[config.mk]
export PLATFORM = sky130hd
export DESIGN_NAME = utf8_java_string_hash_core
export DESIGN_NICKNAME = d
export VERILOG_FILES = /design/src/u8jh_pkg.sv /design/src/u8jh_front.sv /design/src/u8jh_queue.sv /design/src/u8jh_back.sv /design/src/utf8_java_string_hash_core.sv
export SDC_FILE = /design/constraint.sdc
export NUM_CORES = 1
export LEC_CHECK = 0
export BUFFER_PORTS_ARGS = -buffer_cell sky130_fd_sc_hd__buf_2
export CELL_PAD_IN_SITES_DETAIL_PLACEMENT = 0
export CELL_PAD_IN_SITES_GLOBAL_PLACEMENT = 1
export CORE_ASPECT_RATIO = 1.2
export CORE_UTILIZATION = 54
export DETAILED_ROUTE_END_ITERATION = 8
export PLACE_DENSITY_LB_ADDON = 0.08
export SYNTH_ARGS = -nofsm -noshare
export SYNTH_HDL_FRONTEND = slang
export SYNTH_HIERARCHICAL = 1
export SYNTH_SLANG_ARGS = --single-unit
[constraint.sdc]
create_clock -name clk -period 9.1 [get_ports clk]
set_input_delay 1.82 -clock clk [delete_from_list [all_inputs] [get_ports clk]]
set_output_delay 1.82 -clock clk [all_outputs]
set_load 0.01 [all_outputs]
[src/u8jh_pkg.sv]
package u8jh_pkg;

  localparam int UNIT_W   = 16;
  localparam int HASH_W   = 32;
  localparam int MAX_UNITS = 4;
  localparam int Q_DEPTH  = 2;
  localparam int Q_AW     = 1;

  localparam logic [UNIT_W-1:0] QMARK_UNIT = 16'h003F;
  localparam logic [HASH_W-1:0] P31_1 = 32'd31;
  localparam logic [HASH_W-1:0] P31_2 = 32'd961;
  localparam logic [HASH_W-1:0] P31_3 = 32'd29791;
  localparam logic [HASH_W-1:0] P31_4 = 32'd923521;

  // Units of one byte, right-aligned: slot 0 is the latest unit and gets weight 31^0.
  typedef struct packed {
    logic [MAX_UNITS-1:0][UNIT_W-1:0] units;
    logic [2:0]                       count;
    logic                             emit;
  } u8jh_tok_t;

  function automatic logic [HASH_W-1:0] pow31(input logic [2:0] k);
    logic [HASH_W-1:0] r;
    case (k)
      3'd0:    r = 32'd1;
      3'd1:    r = P31_1;
      3'd2:    r = P31_2;
      3'd3:    r = P31_3;
      3'd4:    r = P31_4;
      default: r = 32'd1;
    endcase
    return r;
  endfunction

endpackage

[src/u8jh_front.sv]
module u8jh_front (
  input  logic              clk,
  input  logic              rst,
  input  logic              acc,
  input  logic [7:0]        data_byte,
  input  logic              last,
  output u8jh_pkg::u8jh_tok_t tok
);
  import u8jh_pkg::*;

  logic [23:0] pend_bytes, pend_bytes_next;
  logic [1:0]  pend_cnt, pend_cnt_next;

  logic [7:0]  lead, c1, c2;
  logic        is_cont, lead_ok;
  logic [2:0]  need, cnt, n;
  logic [20:0] cp, off;
  logic        sp0, sp1;
  logic [15:0] u0, u1;

  always_comb begin
    lead    = pend_bytes[7:0];
    c1      = pend_bytes[15:8];
    c2      = pend_bytes[23:16];
    is_cont = (pend_cnt != 2'd0) && (data_byte[7:6] == 2'b10);
    lead_ok = (data_byte[7:5] == 3'b110) || (data_byte[7:4] == 4'b1110) ||
              (data_byte[7:3] == 5'b11110);
    if (lead[7:5] == 3'b110)       need = 3'd2;
    else if (lead[7:4] == 4'b1110) need = 3'd3;
    else                           need = 3'd4;
    cnt = {1'b0, pend_cnt} + 3'd1;
    case (need)
      3'd2:    cp = {10'd0, lead[4:0], data_byte[5:0]};
      3'd3:    cp = {5'd0, lead[3:0], c1[5:0], data_byte[5:0]};
      default: cp = {lead[2:0], c1[5:0], c2[5:0], data_byte[5:0]};
    endcase
    off = cp - 21'h010000;

    pend_bytes_next = 24'd0;
    pend_cnt_next   = 2'd0;
    n   = 3'd0;
    sp0 = 1'b0;
    sp1 = 1'b0;
    u0  = 16'd0;
    u1  = 16'd0;
    tok.emit = last;

    if (is_cont) begin
      if (cnt < need) begin
        if (last) begin
          n = cnt;
        end else begin
          pend_bytes_next = pend_bytes;
          if (pend_cnt == 2'd1) pend_bytes_next[15:8] = data_byte;
          else                  pend_bytes_next[23:16] = data_byte;
          pend_cnt_next = cnt[1:0];
        end
      end else if (cp > 21'h00FFFF) begin
        n   = 3'd2;
        sp1 = 1'b1;
        sp0 = 1'b1;
        u1  = 16'hD800 + {5'd0, off[20:10]};
        u0  = {6'b110111, off[9:0]};
      end else begin
        n   = 3'd1;
        sp0 = 1'b1;
        u0  = cp[15:0];
      end
    end else begin
      // broken or no sequence: buffered bytes become '?' ahead of whatever the new byte yields
      if (data_byte == 8'd0) begin
        tok.emit = 1'b1;
        n = {1'b0, pend_cnt};
      end else if (data_byte[7] == 1'b0) begin
        n   = cnt;
        sp0 = 1'b1;
        u0  = {8'd0, data_byte};
      end else if (lead_ok && !last) begin
        n = {1'b0, pend_cnt};
        pend_bytes_next = {16'd0, data_byte};
        pend_cnt_next   = 2'd1;
      end else begin
        n = cnt;
      end
    end

    tok.count = n;
    for (int i = 0; i < MAX_UNITS; i++) begin
      tok.units[i] = (3'(i) < n) ? QMARK_UNIT : 16'd0;
    end
    if (sp0) tok.units[0] = u0;
    if (sp1) tok.units[1] = u1;
  end

  always_ff @(posedge clk) begin
    if (rst) begin
      pend_bytes <= 24'd0;
      pend_cnt   <= 2'd0;
    end else if (acc) begin
      pend_bytes <= pend_bytes_next;
      pend_cnt   <= pend_cnt_next;
    end
  end

endmodule

[src/u8jh_queue.sv]
module u8jh_queue (
  input  logic              clk,
  input  logic              rst,
  input  logic              push,
  input  u8jh_pkg::u8jh_tok_t push_tok,
  output logic              full,
  input  logic              pop,
  output logic              avail,
  output u8jh_pkg::u8jh_tok_t pop_tok
);
  import u8jh_pkg::*;

  u8jh_tok_t          mem [Q_DEPTH];
  logic [Q_AW-1:0]    wr_ptr, rd_ptr;
  logic [Q_AW:0]      fill;

  assign full    = (fill == (Q_AW+1)'(Q_DEPTH));
  assign avail   = (fill != '0);
  assign pop_tok = mem[rd_ptr];

  always_ff @(posedge clk) begin
    if (push) mem[wr_ptr] <= push_tok;
  end

  always_ff @(posedge clk) begin
    if (rst) begin
      wr_ptr <= '0;
      rd_ptr <= '0;
      fill   <= '0;
    end else begin
      if (push) wr_ptr <= wr_ptr + 1'b1;
      if (pop)  rd_ptr <= rd_ptr + 1'b1;
      if (push && !pop)      fill <= fill + 1'b1;
      else if (pop && !push) fill <= fill - 1'b1;
    end
  end

endmodule

[src/u8jh_back.sv]
module u8jh_back (
  input  logic               clk,
  input  logic               rst,
  input  logic               avail,
  input  u8jh_pkg::u8jh_tok_t  tok,
  output logic               pop,
  output logic               m_axis_tvalid,
  input  logic               m_axis_tready,
  output logic signed [31:0] m_axis_tdata
);
  import u8jh_pkg::*;

  // stage A: weighted sum of the byte's units and the power of 31 for the hash
  logic              a_valid, a_emit, a_go, a_ready;
  logic [HASH_W-1:0] a_poly, a_mult, poly_next;
  logic [HASH_W-1:0] hash, hash_next;

  assign poly_next = {16'd0, tok.units[0]} +
                     {16'd0, tok.units[1]} * P31_1 +
                     {16'd0, tok.units[2]} * P31_2 +
                     {16'd0, tok.units[3]} * P31_3;

  assign a_go    = a_valid && (!a_emit || !m_axis_tvalid || m_axis_tready);
  assign a_ready = !a_valid || a_go;
  assign pop     = avail && a_ready;
  assign hash_next = hash * a_mult + a_poly;

  always_ff @(posedge clk) begin
    if (rst) begin
      a_valid <= 1'b0;
    end else if (a_ready) begin
      a_valid <= pop;
    end
  end

  always_ff @(posedge clk) begin
    if (pop) begin
      a_poly <= poly_next;
      a_mult <= pow31(tok.count);
      a_emit <= tok.emit;
    end
  end

  always_ff @(posedge clk) begin
    if (rst) begin
      hash          <= '0;
      m_axis_tvalid <= 1'b0;
    end else begin
      if (a_go) begin
        if (a_emit) hash <= '0;
        else        hash <= hash_next;
      end
      if (a_go && a_emit)     m_axis_tvalid <= 1'b1;
      else if (m_axis_tready) m_axis_tvalid <= 1'b0;
    end
  end

  always_ff @(posedge clk) begin
    if (a_go && a_emit) m_axis_tdata <= $signed(hash_next);
  end

endmodule

[src/utf8_java_string_hash_core.sv]
// Java String.hashCode of a UTF-8 byte stream, decoded to UTF-16 units on the fly.
// One byte is taken per cycle unless the queue is full; a string ends at a zero
// byte or tlast. The rate is set by the hash recurrence, one multiply by a power
// of 31 plus an add per byte, which folds all units a byte yields (up to four) at
// once. Malformed sequences fold '?' per buffered byte; overlong forms are decoded
// as written. A stalled result holds the output register and a string end in stage
// A; the decoder keeps taking bytes until its queue fills.
module utf8_java_string_hash_core (
  input  logic               clk,
  input  logic               rst,
  input  logic               s_axis_tvalid,
  output logic               s_axis_tready,
  input  logic [7:0]         s_axis_tdata,  // [7:0] data_byte
  input  logic               s_axis_tlast,
  output logic               m_axis_tvalid,
  input  logic               m_axis_tready,
  output logic signed [31:0] m_axis_tdata   // [31:0] hash_value
);
  import u8jh_pkg::*;

  logic      acc, q_full, q_avail, q_pop;
  u8jh_tok_t f_tok, q_tok;

  assign s_axis_tready = !q_full;
  assign acc = s_axis_tvalid && s_axis_tready;

  u8jh_front u_front (
    .clk       (clk),
    .rst       (rst),
    .acc       (acc),
    .data_byte (s_axis_tdata),
    .last      (s_axis_tlast),
    .tok       (f_tok)
  );

  u8jh_queue u_queue (
    .clk      (clk),
    .rst      (rst),
    .push     (acc),
    .push_tok (f_tok),
    .full     (q_full),
    .pop      (q_pop),
    .avail    (q_avail),
    .pop_tok  (q_tok)
  );

  u8jh_back u_back (
    .clk           (clk),
    .rst           (rst),
    .avail         (q_avail),
    .tok           (q_tok),
    .pop           (q_pop),
    .m_axis_tvalid (m_axis_tvalid),
    .m_axis_tready (m_axis_tready),
    .m_axis_tdata  (m_axis_tdata)
  );

endmodule
==> flow_metrics.env <==
export IMPL_max_freq_mhz=125.5
export IMPL_worstPathMaxFanout=37
export IMPL_ys_seq_elements=268
export IMPL_viasPerCell=5.133
export IMPL_num_vias=19520
export IMPL_hp_class="reg2reg"
export IMPL_route_detailed_drc=0
export IMPL_grt_pass1_vias=22010
export IMPL_endpoint_kind="flip-flop"
export IMPL_num_rows=98
export IMPL_dieArea_um2=61640
export IMPL_io_buffers=46
export IMPL_setup_viol=0
export IMPL_hold_viol=0
export IMPL_yosys_top_cells_count="807 x inv_1, 564 x fa_1, 381 x ha_1"
export IMPL_syn_inst=2949
export IMPL_core_area_um2=59710
export IMPL_start_util_pct=54.84
export IMPL_cp_common_cell="inv_1"
export IMPL_numCtsBuffers=31
export IMPL_diodes=0
export IMPL_synth_top_area_cell="fa_1"
export IMPL_timing_slew_headroom_pct=13.77
export IMPL_area_growth_pct=5.971
export IMPL_required_ps=9550
export IMPL_path_clk_slew_ps=60
export IMPL_htree_levels=1
export IMPL_cts_hold_buf=0
export IMPL_grt_setup_unrepaired="false"
export IMPL_slowest_stage="dfxtp_4"
export IMPL_drtAntennaViolNets=0
export IMPL_grt_pass1_wl_um=117100
export IMPL_pin_count=47
export IMPL_period_share_pct=87.59
export IMPL_cp_arrival_ps=8420
export IMPL_synth_seq_area_share_pct=22.71
export IMPL_skew_ps=25.92
export IMPL_synth_top_area_share_pct=34.48
export IMPL_crit_type="reg2reg"
export IMPL_track_usage_pct=24.93
export IMPL_async_reset_ff_share_pct=0
export IMPL_synth_area_per_cell_um2=11.11
export IMPL_worstSkewPairLatency_ps=610
export IMPL_synth_area_um2=32750
export IMPL_cts_setup_buffers=0
export IMPL_reg2reg_slack_ps=1130
export IMPL_routed_wirelength_um=72440
export IMPL_cts_tree="built"
export IMPL_tightestPinTransition_ps=1286
export IMPL_yosysUniqueCellTypes=80
export IMPL_die_h_um=271.8
export IMPL_layout_drive_gt1_share_pct=6.727
export IMPL_fin_area_um2=34700
export IMPL_die_w_um=226.8
export IMPL_yosysMostFrequentCell="inv_1"
export IMPL_synth_edff_count=207
export IMPL_antenna_found_initial=0
export IMPL_synth_area_leaders="fa_1 34%, edfxtp_1 19%, ha_1 15%"
export IMPL_clock_path_buffers=3
export IMPL_hpwl_um=62150
export IMPL_fin_setup_tns_ps=0
export IMPL_slew_violations=0
export IMPL_wl_per_cell_um=19.05
export IMPL_status="complete, no violations"
export IMPL_firstDrtPassIters=5
export IMPL_critical_path_max_stage_delay_ps=760
export IMPL_cp_start_kind="flip-flop"
export IMPL_ys_flop_type="edfxtp_1"
export IMPL_numClockSinks=268
export IMPL_max_cap_viol_count=0
export IMPL_grt_max_degree=69
export IMPL_gp_congestion=0.9544
export IMPL_root_buffer="clkbuf_16"
export IMPL_hold_slack_ps=501.9
export IMPL_layout_min_cycle_time_ps=7971
export IMPL_post_cts_resized=0
export IMPL_drt_iter0_markers=770
export IMPL_ys_warn_count=6
export IMPL_num_nets_final=3937
export IMPL_placed_area_um2=33680
export IMPL_gr_total_overflow=0
## per-stage QoR
stage,std cells,util [%],worst slack (ps)
global route,3803,58.12,674.4
detailed placement,3746,56.41,1172
floorplan,2969,-,1927
finish,3803,58.12,1129
global placement,3746,56.41,1220
CTS,3803,58.12,1134
## final cells by class
| type | count | area [µm²] |
|---|---|---|
| fill | 5113 | 25010 |
| multi-input combinational | 1813 | 21900 |
| clock buffer | 33 | 783.3 |
| tap | 800 | 1001 |
| inverter | 808 | 3033 |
| sequential | 268 | 7441 |
| timing repair buffer | 57 | 312.8 |
| clock inverter | 24 | 237.7 |
## state kept, by name, indices dropped and copies added, names as in the netlist, named ones only
| register | flops |
|---|---|
| u_queue/mem | 136 |
| u_back/a_poly | 32 |
| u_back/hash | 32 |
| u_back/m_axis_tdata | 32 |
| u_front/pend_bytes | 20 |
| u_back/a_mult | 6 |
| u_front/pend_cnt | 2 |
| u_queue/fill | 2 |
| u_back/a_emit | 1 |
| u_back/a_valid | 1 |
| u_back/m_axis_tvalid | 1 |
| u_queue/rd_ptr | 1 |
| u_queue/wr_ptr | 1 |
## cell usage in the layout, fill, tap and decap left out, drive strengths merged, types with 17 or more instances in the layout
master | synthesis | routed
clkbuf | 31 | 33
a21oi | 77 | 77
nand2 | 86 | 86
and2 | 120 | 120
a22oi | 30 | 30
nor2 | 97 | 97
dfxtp | 61 | 61
xnor2 | 72 | 72
fa | 564 | 564
edfxtp | 207 | 207
ha | 381 | 381
a21o | 23 | 23
buf | 49 | 57
inv | 807 | 811
nor3 | 17 | 17
o21ai | 34 | 34
mux2 | 70 | 70
conb | 1 | 21
nand3 | 18 | 18
o21a | 28 | 28
xor2 | 23 | 23
## path summary, 6_finish.rpt
path                            cells after the start                end             from
worst max register to register                     28  u_back/a_poly[30]        flip-flop
worst max-delay path                               28  u_back/a_poly[30]        flip-flop
worst min register to register                      2    u_queue/fill[1]  u_queue/fill[1]
worst min-delay path                                2    u_queue/fill[1]  u_queue/fill[1]
## metal layers
layer	vias up	share of wire [%]	wire length, µm	track usage, %
met2	283	53	38370	46.39
met3	92	2.7	1965	2.262
li1	9241	-	-	-
met1	9906	41	29960	30.39
met5	-	0	0	0
met4	0	3.0	2145	7.077
## worst max-delay path: cells and delay by family (launching register included)
kind	cells	cell delay [ps]
flip-flops	1	760
adder cells (fa/ha/maj)	9	3900
AND/OR/NAND/NOR	4	830
multiplexers	1	440
AO/OA/AOI/OAI	5	910
buffers and inverters	9	950
## cells by family (layout without fill, tap and decap cells)
family	Yosys count	count (layout)	synth area share (%)
XOR/XNOR	95	95	2.541
flip-flops	268	268	22.71
buffers and inverters	888	922	10.78
adder cells (fa/ha/maj)	945	945	49.03
AND/OR/NAND/NOR	412	412	6.526
multiplexers	80	80	2.980
other	1	21	0.01145
AO/OA/AOI/OAI	260	260	5.422
Power is not shown: default switching activity piles up to over one toggle a cycle in this logic, so the estimate is an artifact.
